===== config.mk =====
export PLATFORM = sky130hd
export DESIGN_NAME = rc4_drop_keystream_cipher
export DESIGN_NICKNAME = d
export VERILOG_FILES = /design/src/hw/rtl/rc4d_pkg.sv /design/src/hw/rtl/rc4d_ram.sv /design/src/hw/rtl/rc4d_engine.sv /design/src/hw/rtl/rc4_drop_keystream_cipher.sv
export SDC_FILE = /design/constraint.sdc
export NUM_CORES = 2
export LEC_CHECK = 0
export ABC_CLOCK_PERIOD_IN_PS = 5800
export BUFFER_PORTS_ARGS = -buffer_cell sky130_fd_sc_hd__buf_4
export CAP_MARGIN = 30
export CORE_MARGIN = 2
export CORE_UTILIZATION = 50
export DETAILED_ROUTE_END_ITERATION = 8
export GPL_ROUTABILITY_DRIVEN = 0
export PLACE_DENSITY = 0.68
export RECOVER_POWER = 25
export SYNTH_ARGS = -nofsm -noshare
export SYNTH_HDL_FRONTEND = slang
export SYNTH_SLANG_ARGS = --single-unit

===== constraint.sdc =====
create_clock -name i_clk -period 5.8 [get_ports i_clk]
set_clock_uncertainty 0.05 [all_clocks]
set_input_delay 1.16 -clock i_clk [delete_from_list [all_inputs] [get_ports i_clk]]
set_output_delay 1.16 -clock i_clk [all_outputs]
set_load 0.03 [all_outputs]

===== src/hw/rtl/rc4d_pkg.sv =====
// Shared constants, codes and beat structures for the RC4-drop keystream cipher.
// No dependencies; used by rc4d_engine and rc4_drop_keystream_cipher.
package rc4d_pkg;

    // Table and byte geometry
    localparam int BYTE_W       = 8;
    localparam int TABLE_SIZE   = 256;
    localparam int TBL_AW       = $clog2(TABLE_SIZE);
    localparam int KEY_BYTES_DEF = 8;
    localparam int KEY_W        = 64;
    localparam int DISC_W       = 16;
    localparam logic [DISC_W-1:0] DISC_RESET = 16'd1024;

    // Configuration register indexes
    localparam int CFG_IDX_W = 1;
    localparam logic [CFG_IDX_W-1:0] CFG_CIPHER_KEY    = 1'b0;
    localparam logic [CFG_IDX_W-1:0] CFG_DISCARD_COUNT = 1'b1;

    // Input action codes
    localparam logic ACT_RESTART   = 1'b0;
    localparam logic ACT_TRANSLATE = 1'b1;

    // Result status codes
    localparam logic ST_OK         = 1'b0;
    localparam logic ST_NOT_KEYED  = 1'b1;

    // One input beat as seen by the engine
    typedef struct packed {
        logic              action;
        logic [BYTE_W-1:0] data;
        logic              last;
    } t_cmd;

    // One result beat
    typedef struct packed {
        logic [BYTE_W-1:0] data;
        logic              last;
        logic              status;
    } t_res;

endpackage


===== src/hw/rtl/rc4d_ram.sv =====
// Generic simple dual-port RAM: one write port, one read port with registered read data.
// No dependencies.
module rc4d_ram #(
    parameter int WIDTH = 8,
    parameter int DEPTH = 256
) (
    input  logic                     i_clk,
    input  logic                     i_we,
    input  logic [$clog2(DEPTH)-1:0] i_waddr,
    input  logic [WIDTH-1:0]         i_wdata,
    input  logic [$clog2(DEPTH)-1:0] i_raddr,
    output logic [WIDTH-1:0]         o_rdata
);

    logic [WIDTH-1:0] r_mem [DEPTH];
    logic [WIDTH-1:0] r_rdata;

    // Write port and registered read port; a read of the address being written returns old data.
    always_ff @(posedge i_clk) begin
        if (i_we) begin
            r_mem[i_waddr] <= i_wdata;
        end
        r_rdata <= r_mem[i_raddr];
    end

    assign o_rdata = r_rdata;

endmodule


===== src/hw/rtl/rc4d_engine.sv =====
// Sequencer for the RC4 key schedule, keystream discard and byte translation.
// Depends on rc4d_pkg and holds the permutation table in one rc4d_ram instance.
module rc4d_engine #(
    parameter int KEY_BYTES = rc4d_pkg::KEY_BYTES_DEF
) (
    input  logic                         i_clk,
    input  logic                         i_rst_n,
    input  logic                         i_cmd_valid,
    output logic                         o_cmd_ready,
    input  rc4d_pkg::t_cmd               i_cmd,
    input  logic [rc4d_pkg::KEY_W-1:0]   i_cipher_key,
    input  logic [rc4d_pkg::DISC_W-1:0]  i_discard_count,
    output logic                         o_res_valid,
    output rc4d_pkg::t_res               o_res,
    input  logic                         i_res_take
);

    localparam int BW  = rc4d_pkg::BYTE_W;
    localparam int AW  = rc4d_pkg::TBL_AW;
    localparam int DW  = rc4d_pkg::DISC_W;
    localparam int KIW = (KEY_BYTES > 1) ? $clog2(KEY_BYTES) : 1;
    localparam logic [AW-1:0]  LAST_ENTRY = AW'(rc4d_pkg::TABLE_SIZE - 1);
    localparam logic [KIW-1:0] LAST_KEY   = KIW'(KEY_BYTES - 1);

    typedef enum logic [11:0] {
        S_IDLE  = 12'b0000_0000_0001,
        S_FILL  = 12'b0000_0000_0010,
        S_KRD_I = 12'b0000_0000_0100,
        S_KRD_J = 12'b0000_0000_1000,
        S_KWR_A = 12'b0000_0001_0000,
        S_KWR_B = 12'b0000_0010_0000,
        S_GRD_I = 12'b0000_0100_0000,
        S_GRD_J = 12'b0000_1000_0000,
        S_GWR_A = 12'b0001_0000_0000,
        S_GWR_B = 12'b0010_0000_0000,
        S_GKS   = 12'b0100_0000_0000,
        S_EMIT  = 12'b1000_0000_0000
    } t_state;

    t_state          r_state, n_state;
    logic            r_keyed, n_keyed;
    logic            r_disc, n_disc;
    logic [AW-1:0]   r_n, n_n;
    logic [AW-1:0]   r_i, n_i;
    logic [AW-1:0]   r_j, n_j;
    logic [KIW-1:0]  r_kp, n_kp;
    logic [DW-1:0]   r_cnt, n_cnt;
    logic [BW-1:0]   r_si, n_si;
    logic [BW-1:0]   r_sj, n_sj;
    logic            r_fwd, n_fwd;
    logic [BW-1:0]   r_data, n_data;
    rc4d_pkg::t_res  r_res, n_res;

    // Memory port signals
    logic            mem_we;
    logic [AW-1:0]   mem_waddr;
    logic [BW-1:0]   mem_wdata;
    logic [AW-1:0]   mem_raddr;
    logic [BW-1:0]   mem_rdata;

    logic [BW-1:0]   key_byte;
    logic [AW-1:0]   j_sum;
    logic [AW-1:0]   i_next;
    logic [AW-1:0]   ks_addr;
    logic [BW-1:0]   ks_byte;

    rc4d_ram #(
        .WIDTH (BW),
        .DEPTH (rc4d_pkg::TABLE_SIZE)
    ) u_perm (
        .i_clk   (i_clk),
        .i_we    (mem_we),
        .i_waddr (mem_waddr),
        .i_wdata (mem_wdata),
        .i_raddr (mem_raddr),
        .o_rdata (mem_rdata)
    );

    // Datapath terms shared by the states below.
    assign key_byte = i_cipher_key[BW * r_kp +: BW];
    assign i_next   = r_i + AW'(1);
    assign ks_addr  = r_si + r_sj;
    assign ks_byte  = r_fwd ? r_si : mem_rdata;
    always_comb begin
        if (r_state == S_KRD_J) begin
            j_sum = r_j + mem_rdata + key_byte;
        end else begin
            j_sum = r_j + mem_rdata;
        end
    end

    assign o_cmd_ready = (r_state == S_IDLE);
    assign o_res_valid = (r_state == S_EMIT);
    assign o_res       = r_res;

    // Next-state and memory access control. Every read is issued in a state of its own after
    // the writes it depends on, except the keystream lookup, which forwards the swapped S[i].
    always_comb begin
        n_state   = r_state;
        n_keyed   = r_keyed;
        n_disc    = r_disc;
        n_n       = r_n;
        n_i       = r_i;
        n_j       = r_j;
        n_kp      = r_kp;
        n_cnt     = r_cnt;
        n_si      = r_si;
        n_sj      = r_sj;
        n_fwd     = r_fwd;
        n_data    = r_data;
        n_res     = r_res;
        mem_we    = 1'b0;
        mem_waddr = r_n;
        mem_wdata = r_n;
        mem_raddr = r_n;

        unique case (r_state)
            S_IDLE: begin
                if (i_cmd_valid) begin
                    n_data     = i_cmd.data;
                    n_res.last = i_cmd.last;
                    if (i_cmd.action == rc4d_pkg::ACT_RESTART) begin
                        n_n     = '0;
                        n_cnt   = i_discard_count;
                        n_state = S_FILL;
                    end else if (!r_keyed) begin
                        n_res.data   = '0;
                        n_res.status = rc4d_pkg::ST_NOT_KEYED;
                        n_state      = S_EMIT;
                    end else begin
                        n_disc  = 1'b0;
                        n_state = S_GRD_I;
                    end
                end
            end

            // Identity fill, one entry a cycle.
            S_FILL: begin
                mem_we    = 1'b1;
                mem_waddr = r_n;
                mem_wdata = r_n;
                n_n       = r_n + AW'(1);
                if (r_n == LAST_ENTRY) begin
                    n_j     = '0;
                    n_kp    = '0;
                    n_state = S_KRD_I;
                end
            end

            // Key schedule: read S[n], then S[j], then write both halves of the swap.
            S_KRD_I: begin
                mem_raddr = r_n;
                n_state   = S_KRD_J;
            end

            S_KRD_J: begin
                n_si      = mem_rdata;
                n_j       = j_sum;
                mem_raddr = j_sum;
                n_kp      = (r_kp == LAST_KEY) ? '0 : r_kp + KIW'(1);
                n_state   = S_KWR_A;
            end

            S_KWR_A: begin
                mem_we    = 1'b1;
                mem_waddr = r_n;
                mem_wdata = mem_rdata;
                n_state   = S_KWR_B;
            end

            S_KWR_B: begin
                mem_we    = 1'b1;
                mem_waddr = r_j;
                mem_wdata = r_si;
                n_n       = r_n + AW'(1);
                if (r_n == LAST_ENTRY) begin
                    n_i = '0;
                    n_j = '0;
                    if (r_cnt == '0) begin
                        n_keyed = 1'b1;
                        n_state = S_IDLE;
                    end else begin
                        n_disc  = 1'b1;
                        n_state = S_GRD_I;
                    end
                end else begin
                    n_state = S_KRD_I;
                end
            end

            // Keystream generation: step i and read S[i].
            S_GRD_I: begin
                n_i       = i_next;
                mem_raddr = i_next;
                n_state   = S_GRD_J;
            end

            S_GRD_J: begin
                n_si      = mem_rdata;
                n_j       = j_sum;
                mem_raddr = j_sum;
                n_state   = S_GWR_A;
            end

            S_GWR_A: begin
                n_sj      = mem_rdata;
                mem_we    = 1'b1;
                mem_waddr = r_i;
                mem_wdata = mem_rdata;
                n_state   = S_GWR_B;
            end

            // The lookup is issued with the second swap write; when it hits S[j] the
            // RAM would return the old value, so the new one is forwarded instead.
            S_GWR_B: begin
                mem_we    = 1'b1;
                mem_waddr = r_j;
                mem_wdata = r_si;
                mem_raddr = ks_addr;
                n_fwd     = (ks_addr == r_j);
                n_state   = S_GKS;
            end

            S_GKS: begin
                if (r_disc) begin
                    n_cnt = r_cnt - DW'(1);
                    if (r_cnt == DW'(1)) begin
                        n_keyed = 1'b1;
                        n_state = S_IDLE;
                    end else begin
                        n_state = S_GRD_I;
                    end
                end else begin
                    n_res.data   = r_data ^ ks_byte;
                    n_res.status = rc4d_pkg::ST_OK;
                    n_state      = S_EMIT;
                end
            end

            S_EMIT: begin
                if (i_res_take) begin
                    n_state = S_IDLE;
                end
            end

            default: begin
                n_state = S_IDLE;
            end
        endcase
    end

    // Control registers with reset.
    always_ff @(posedge i_clk) begin
        if (!i_rst_n) begin
            r_state <= S_IDLE;
            r_keyed <= 1'b0;
            r_i     <= '0;
            r_j     <= '0;
        end else begin
            r_state <= n_state;
            r_keyed <= n_keyed;
            r_i     <= n_i;
            r_j     <= n_j;
        end
    end

    // Working registers and result payload.
    always_ff @(posedge i_clk) begin
        r_disc <= n_disc;
        r_n    <= n_n;
        r_kp   <= n_kp;
        r_cnt  <= n_cnt;
        r_si   <= n_si;
        r_sj   <= n_sj;
        r_fwd  <= n_fwd;
        r_data <= n_data;
        r_res  <= n_res;
    end

endmodule


===== src/hw/rtl/rc4_drop_keystream_cipher.sv =====
// RC4-drop keystream cipher. Translate beat: the engine runs 5 RAM steps and an emit step, then
// the result is registered in the output register; when not keyed, only the emit step is run.
// Restart beat: the table is filled, each key schedule entry is read and swapped, then
// discard_count keystream bytes are generated and dropped before the next beat is taken.
// One beat is in work at a time; the next is taken while a result waits in the output register.
// Synchronous active-low reset clears control state, sets discard_count to 1024 and key to 0.
module rc4_drop_keystream_cipher #(
    parameter int KEY_BYTES = rc4d_pkg::KEY_BYTES_DEF
) (
    input  logic                              i_clk,
    input  logic                              i_rst_n,
    // Input channel
    input  logic                              i_in_valid,
    output logic                              o_in_stall,
    input  logic                              i_action,
    input  logic [rc4d_pkg::BYTE_W-1:0]       i_data_in,
    input  logic                              i_message_end,
    // Output channel
    output logic                              o_out_valid,
    input  logic                              i_out_stall,
    output logic [rc4d_pkg::BYTE_W-1:0]       o_data_out,
    output logic                              o_message_last,
    output logic                              o_status,
    // Configuration write channel
    input  logic                              i_cfg_valid,
    output logic                              o_cfg_ready,
    input  logic [rc4d_pkg::CFG_IDX_W-1:0]    i_cfg_index,
    input  logic [rc4d_pkg::KEY_W-1:0]        i_cfg_data
);

    logic [rc4d_pkg::KEY_W-1:0]  r_cipher_key;
    logic [rc4d_pkg::DISC_W-1:0] r_discard_count;
    logic                        r_out_valid;
    rc4d_pkg::t_res              r_out;

    rc4d_pkg::t_cmd cmd;
    rc4d_pkg::t_res eng_res;
    logic           eng_ready;
    logic           eng_res_valid;
    logic           res_take;

    assign cmd.action = i_action;
    assign cmd.data   = i_data_in;
    assign cmd.last   = i_message_end;

    // The output register frees up when empty or when its beat leaves this cycle.
    assign res_take   = !r_out_valid || !i_out_stall;
    assign o_in_stall = !eng_ready;

    rc4d_engine #(
        .KEY_BYTES (KEY_BYTES)
    ) u_engine (
        .i_clk           (i_clk),
        .i_rst_n         (i_rst_n),
        .i_cmd_valid     (i_in_valid),
        .o_cmd_ready     (eng_ready),
        .i_cmd           (cmd),
        .i_cipher_key    (r_cipher_key),
        .i_discard_count (r_discard_count),
        .o_res_valid     (eng_res_valid),
        .o_res           (eng_res),
        .i_res_take      (res_take)
    );

    // Configuration registers; writes are always taken.
    assign o_cfg_ready = 1'b1;

    always_ff @(posedge i_clk) begin
        if (!i_rst_n) begin
            r_cipher_key    <= '0;
            r_discard_count <= rc4d_pkg::DISC_RESET;
        end else if (i_cfg_valid) begin
            unique case (i_cfg_index)
                rc4d_pkg::CFG_CIPHER_KEY: begin
                    r_cipher_key <= i_cfg_data;
                end
                rc4d_pkg::CFG_DISCARD_COUNT: begin
                    r_discard_count <= i_cfg_data[rc4d_pkg::DISC_W-1:0];
                end
                default: begin
                    r_cipher_key <= r_cipher_key;
                end
            endcase
        end
    end

    // Output register.
    always_ff @(posedge i_clk) begin
        if (!i_rst_n) begin
            r_out_valid <= 1'b0;
        end else if (res_take) begin
            r_out_valid <= eng_res_valid;
        end
    end

    always_ff @(posedge i_clk) begin
        if (res_take && eng_res_valid) begin
            r_out <= eng_res;
        end
    end

    assign o_out_valid    = r_out_valid;
    assign o_data_out     = r_out.data;
    assign o_message_last = r_out.last;
    assign o_status       = r_out.status;

endmodule

Word-level counts from Yosys, hierarchy flattened

Memories as Yosys holds them, arrays and structs flattened. A register that Yosys moved wholly into a read port is not among the register bits.
Index checks and enable logic that the tools add are counted.

Add/sub/neg operators: 7
Multiply operators: 0
Divide/modulo/power cells: 0
Magnitude comparators: 0
Equality and inequality tests: 30
Shift-type cells: 1
Mux-type cells: 51
Bitwise operators: 2
Reductions and logical operators: 30

Operators with widths:

| kind                  | count |
|---|---|
| $pmux 12 s12          | 1 |
| $pmux 8 s2            | 6 |
| $mux 12               | 6 |
| $mux 8                | 8 |
| $shiftx 64x7->8       | 1 |
| $mux 16               | 3 |
| $pmux 16 s2           | 1 |
| $add 8x8->8           | 3 |
| $pmux 8 s3            | 1 |
| $mux 7                | 3 |
| $add 8x1->8 const B   | 2 |
| $eq 16x1->1 const B   | 1 |
| $logic_not 16->1      | 1 |
| $ne 2x1->1 const B    | 8 |
| $sub 16x1->16 const B | 1 |
| $mux 1                | 15 |
| $reduce_bool 2->1     | 7 |
| $eq 12x1->1 const B   | 1 |
| $eq 12x10->1 const B  | 1 |
| $eq 12x11->1 const B  | 1 |
| $eq 12x12->1 const B  | 1 |
| $eq 12x2->1 const B   | 1 |
| $eq 12x3->1 const B   | 1 |
| $eq 12x4->1 const B   | 1 |
| 26 further kinds      | 46 |

Register bits after elaboration: 183
Bits in latches: 0
Bits in writable memories: 2048
Bits in read-only memories: 0
Input port bits: 80
Memories kept: 1

Memory list:

| memory                | depth | bits a word | rd ports | clocked after Yosys merged registers in | write ports | RTL line       | text |
|---|---|---|---|---|---|---|---|
| u_engine.u_perm.r_mem | 256   | 8           | 1        | 1                                       | 1           | rc4d_ram.sv:15 | `logic [WIDTH-1:0] r_mem [DEPTH];` |

Depth between registers and ports, before layout

Word-level depth: 5
Depth in mapped cells: 22

Hierarchy

Synthesis repeated with hierarchy kept, for this count alone.

Cells, all modules: 4727
Area, all modules: 89405.7 um^2

Modules (own cells, without submodules):

| module                    | times used | cells each | area each (um^2) | seq. area each (um^2) |
|---|---|---|---|---|
| rc4d_ram                  | 1          | 3733       | 79556.3          | 61659.1 |
| rc4d_engine               | 1          | 644        | 6274.8           | 2472.4 |
| rc4_drop_keystream_cipher | 1          | 350        | 3574.7           | 1921.8 |

Worst setup path after synthesis

OpenSTA, ideal clock, no wires.

Path type: reg2reg
Start: register u_engine.r_kp[0]
End: register u_engine.u_perm.r_rdata[0], in the netlist u_engine.u_perm.o_rdata[0], read port of u_engine.u_perm.r_mem
Library setup time: 0.116 ns
Arrival time: 5.809 ns
Data required time: 5.634 ns
Setup slack: -0.175 ns
Stages on the path, launching flop included: 19
Buffers on the path: 3
Clock period less this slack: 5.975 ns
Cells stage by stage: edfxtp_1 > clkbuf_1 > buf_1 > mux4_2 > mux2_2 > ha_1 > inv_1 > fa_1 > or3b_2 > a2111oi_0 > a221o_1 > mux2_2 > clkbuf_1 > mux4_2 > a22oi_1 > o21ai_0 > a22o_1 > or4_1 > o211a_1

Word-level cells in the longest chain between the ends: 4

Ends and longest elaborated chain:

| element                | RTL line           | text |
|---|---|---|
| start, declared        | rc4d_engine.sv:46  | `logic [KIW-1:0] r_kp, n_kp;` |
| start signal, assigned | rc4d_engine.sv:271 | `r_kp <= n_kp;` |
| $shiftx 64x7->8        | rc4d_engine.sv:80  | `assign key_byte = i_cipher_key[BW * r_kp +: BW];` |
| $add 8x8->8            | rc4d_engine.sv:86  | `j_sum = r_j + mem_rdata + key_byte;` |
| $mux 8                 | rc4d_engine.sv:85  | `if (r_state == S_KRD_J) begin` |
| $pmux 8 s3             | rc4d_engine.sv:117 | `unique case (r_state)` |
| end, declared          | rc4d_ram.sv:16     | `logic [WIDTH-1:0] r_rdata;` |

No other way between the ends.
A chain may end at the register's enable or synchronous reset.

Final worst setup path

Start: register u_engine.r_kp[0]
End: register u_engine.u_perm.r_rdata[7], in the netlist u_engine.u_perm.o_rdata[7], read port of u_engine.u_perm.r_mem

Same word-level chain as after synthesis.

==> impl_metrics.env <==
export IMPL_outcome="finished with violations"
export IMPL_violations="capacitance limit, slew limit"
export IMPL_numPortBuffers=91
export IMPL_seq_area_um2=66100
export IMPL_top_level_ports=93
export IMPL_swShare=0.342
export IMPL_synth_async_reset_ratio=0
export IMPL_post_route_drc_count=0
export IMPL_synth_compound_area_share=0.0497
export IMPL_synth_area_mux_share=0.0683
export IMPL_cts_root_buffer="clkbuf_16"
export IMPL_synth_area_leader_cell="edfxtp_1"
export IMPL_synth_ff_type="edfxtp_1"
export IMPL_dpl_cell_area_um2=95000
export IMPL_tritoncts="yes"
export IMPL_slew_violations=961
export IMPL_cts_htree_levels=4
export IMPL_multi_input_area_um2=21800
export IMPL_timing_rr_start="u_engine.r_kp[0]"
export IMPL_utilization=0.579
export IMPL_cts_buffers=213
export IMPL_design_area_um2=103000
export IMPL_syn_area_per_cell_um2=14.8
export IMPL_post_route_period_util=0.984
export IMPL_yosys_area_share_simple=0.111
export IMPL_synth_top_family_by_area="simple AND/OR/NAND/NOR gates"
export IMPL_synth_top_area_share=0.714
export IMPL_die_h_um=426
export IMPL_power_density_nw_per_um2=506
export IMPL_area_growth_pct=15.3
export IMPL_ys_types=85
export IMPL_timing_reg2reg_worst_path_depth=21
export IMPL_yosys_warnings=0
export IMPL_total_switching_power_mw=17.8
export IMPL_grt_max_degree=139
export IMPL_leakage_nw=34.3
export IMPL_synthesis_instances=6014
export IMPL_grt_pass1_wl_mm=345
export IMPL_path_clk_slew_ns=0.06
export IMPL_period_minus_slack_ns=5.71
export IMPL_final_setup_worst_slack_ns=0.0935
export IMPL_max_slew_margin=-0.799
export IMPL_start_kind="flop"
export IMPL_crit_fanout=13
export IMPL_wirelength_mm=236
export IMPL_seqPwrFrac=0.394
export IMPL_initial_core_util=0.502
export IMPL_tns_ns=0
export IMPL_dp_slack_ns=-0.602
export IMPL_hp_class="reg2reg"
export IMPL_dpl_cell_count=8487
export IMPL_antenna_found_initial=4
export IMPL_cp_required_ns=6.48
export IMPL_critPathKind="reg2reg"
export IMPL_clock_sinks=2239
export IMPL_hp_start="u_engine.o_res[1]"
export IMPL_synth_edf_count=2121
export IMPL_via_count=54600
export IMPL_irDropWorstVdd_v=0.000447
export IMPL_synth_xor_area_frac=0.00585
export IMPL_synthesis_area_um2=89200
export IMPL_finalPower_mw=52.1
export IMPL_num_rows=155
export IMPL_hold_depth=0
export IMPL_track_usage=0.256
export IMPL_timing_rr_end="u_engine.u_perm.o_rdata[7]"
export IMPL_drive_above_1_share=0.172
export IMPL_avgRoutedWirePerCell_um=26.5
export IMPL_synth_area_leaders="edfxtp_1 (71%), mux4_2 (5.9%), nand2_1 (5.6%)"
export IMPL_die_area_um2=182000
export IMPL_yosys_area_share_adder=0.00446
export IMPL_grt_overflow_total=0
export IMPL_cp_data_arrival_time_ns=6.38
export IMPL_clockBufferDepth=3
export IMPL_vias_per_cell=6.13
export IMPL_clk_latency_ns=0.88
export IMPL_hold_violations=0
export IMPL_ant_nets=0
export IMPL_syn_num_nets=6124
export IMPL_yosys_register_bits=2239
export IMPL_hold_end="o_message_last"
export IMPL_hold_slack_ns=0.368
export IMPL_rsz0062_at_grt="true"
export IMPL_firstDrtPassIters=7
export IMPL_p_int_mw=34.3
export IMPL_worstSetupEndpointType="flop"
export IMPL_ff2ff_setup_slack_ns=0.09
export IMPL_drtIter0Drc=7398
export IMPL_core_area_um2=178000
export IMPL_grt_pass1_vias=52900
export IMPL_die_x_um=426
export IMPL_ys_seq_area_frac=0.740
export IMPL_p_clk_frac=0.283
export IMPL_tightestPinTransition_ns=2.70
export IMPL_stdcell_count=8909
export IMPL_max_freq_ghz=0.175
export IMPL_combPwrFrac=0.322
export IMPL_drv_cap=11
export IMPL_post_dp_hpwl_mm=142
export IMPL_final_nets=6478
export IMPL_setup_violations=0
export IMPL_num_fill_cells=13300
## what timing repair did
action                                  CTS  global route
hold buffers                              0             0
cloned                                    1             2
hold endpoints to repair                  0             0
setup buffers                             4            13
resized for setup                        18            45
pin swaps                                 2            10
endpoints found under the setup margin    8             8
## cells in the mapped netlist (19+ instances only)
library cell / n
xnor2_1: 28
dfxtp_1: 118
nand3_1: 437
nor2_1: 340
buf_1: 35
clkbuf_1: 179
o21ai_0: 55
xor2_1: 29
a21oi_1: 203
buf_2: 105
nand2_1: 1325
buf_6: 19
mux4_2: 235
nand4_1: 93
edfxtp_1: 2121
a22oi_1: 100
a31oi_1: 98
a22o_1: 24
a32oi_1: 63
buf_4: 28
mux2i_1: 71
o22ai_1: 25
ha_1: 27
## layout by cell type (no fill, tap or decap), types with 54 or more instances in the layout
cell | netlist | final
edfxtp_1 | 2121 | 2121
nand2_1 | 1325 | 1318
nand3_1 | 437 | 435
buf_4 | 28 | 404
nor2_1 | 340 | 340
mux4_2 | 235 | 235
clkbuf_16 | 0 | 217
a21oi_1 | 203 | 194
dfxtp_1 | 118 | 118
a31oi_1 | 98 | 97
nand4_1 | 93 | 93
a22oi_1 | 100 | 90
mux2i_1 | 71 | 70
clkbuf_1 | 179 | 63
a32oi_1 | 63 | 62
buf_12 | 0 | 54
## per-layer routing
layer / wire length [µm] / vias up / GRT usage
met2: 111000 / 2892 / 0.405
met4: 9710 / 4 / 0.0993
met5: 23 / - / 0
li1: - / 23600 / -
met1: 92100 / 27600 / 0.355
met3: 23000 / 519 / 0.0481
## power groups by stage
stage                     combinational, mW  clock, mW  sequential (mW)
after floorplan                        9.11          0             21.0
after global placement                 15.8          0             20.8
after detailed placement               16.1          0             20.8
after CTS                              16.4       14.9             20.5
after global routing                   17.7       15.5             20.6
final                                  16.8       14.8             20.6
## cell families (layout without fill, tap and decap cells)
family	Yosys count	in the layout
AOI/OAI and AO/OA	668	668
muxes	314	314
adders and majority gates	30	30
DFF	2239	2239
and+or+nand+nor	2323	2323
buffers and inverters	381	920
other	1	2
xor gates and xnor gates	58	58
## layout make-up
| class | count | share of cell area |
|---|---|---|
| Sequential cell | 2239 | 0.642 |
| Multi-Input combinational cell | 3394 | 0.212 |
| Clock buffer | 265 | 0.0552 |
| Timing Repair Buffer | 505 | 0.0441 |
| Tap cell | 2355 | 0.0286 |
| Clock inverter | 135 | 0.0176 |
| Inverter | 15 | 0.000596 |
| Antenna cell | 1 | 0.0000243 |
## how the worst max path moves through the flow
stage	startpoint	to	slack (ns)	cells past startpoint
floorplan	u_engine.r_state[0]	u_engine.u_perm.r_mem[0][2]	-0.05	7
global placement	u_engine.r_kp[0]	u_engine.u_perm.o_rdata[2]	-1.15	22
detailed placement	u_engine.r_kp[0]	u_engine.u_perm.o_rdata[3]	-0.60	22
CTS	u_engine.r_kp[0]	u_engine.u_perm.o_rdata[3]	0.002	20
global route	u_engine.r_kp[0]	u_engine.u_perm.o_rdata[2]	-0.02	19
finish	u_engine.r_kp[0]	u_engine.u_perm.o_rdata[7]	0.09	21
## sequential cells by signal (all words and copies together) (netlist names), 3 cells and up
name                     count
u_engine.r_si                8
u_engine.u_perm.r_mem     2048
u_engine.r_n                 8
u_engine.r_i                 8
u_engine.o_res              10
o_data_out                   8
r_discard_count             16
u_engine.r_kp                3
u_engine.r_sj                8
u_engine.r_data              8
u_engine.r_cnt              16
u_engine.r_j                 8
r_cipher_key                64
u_engine.r_state            12
u_engine.u_perm.o_rdata      8
## worst max-delay path, cell delays in order (launching register included)
cell,delay (ns)
edfxtp_1,0.43
mux4_2,0.52
mux2_2,0.30
ha_2,0.19
inv_1,0.07
fa_1,0.40
or3b_4,0.39
a2111oi_4,0.38
buf_4,0.18
a221o_1,0.19
mux2_8,0.24
buf_4,0.17
buf_16,0.16
mux4_2,0.30
a22oi_1,0.28
a21oi_1,0.11
buf_4,0.17
nor4_4,0.41
buf_4,0.19
o2111ai_1,0.12
buf_4,0.18
o211a_1,0.11
No activity file was read; power rests on OpenSTA's default activity.
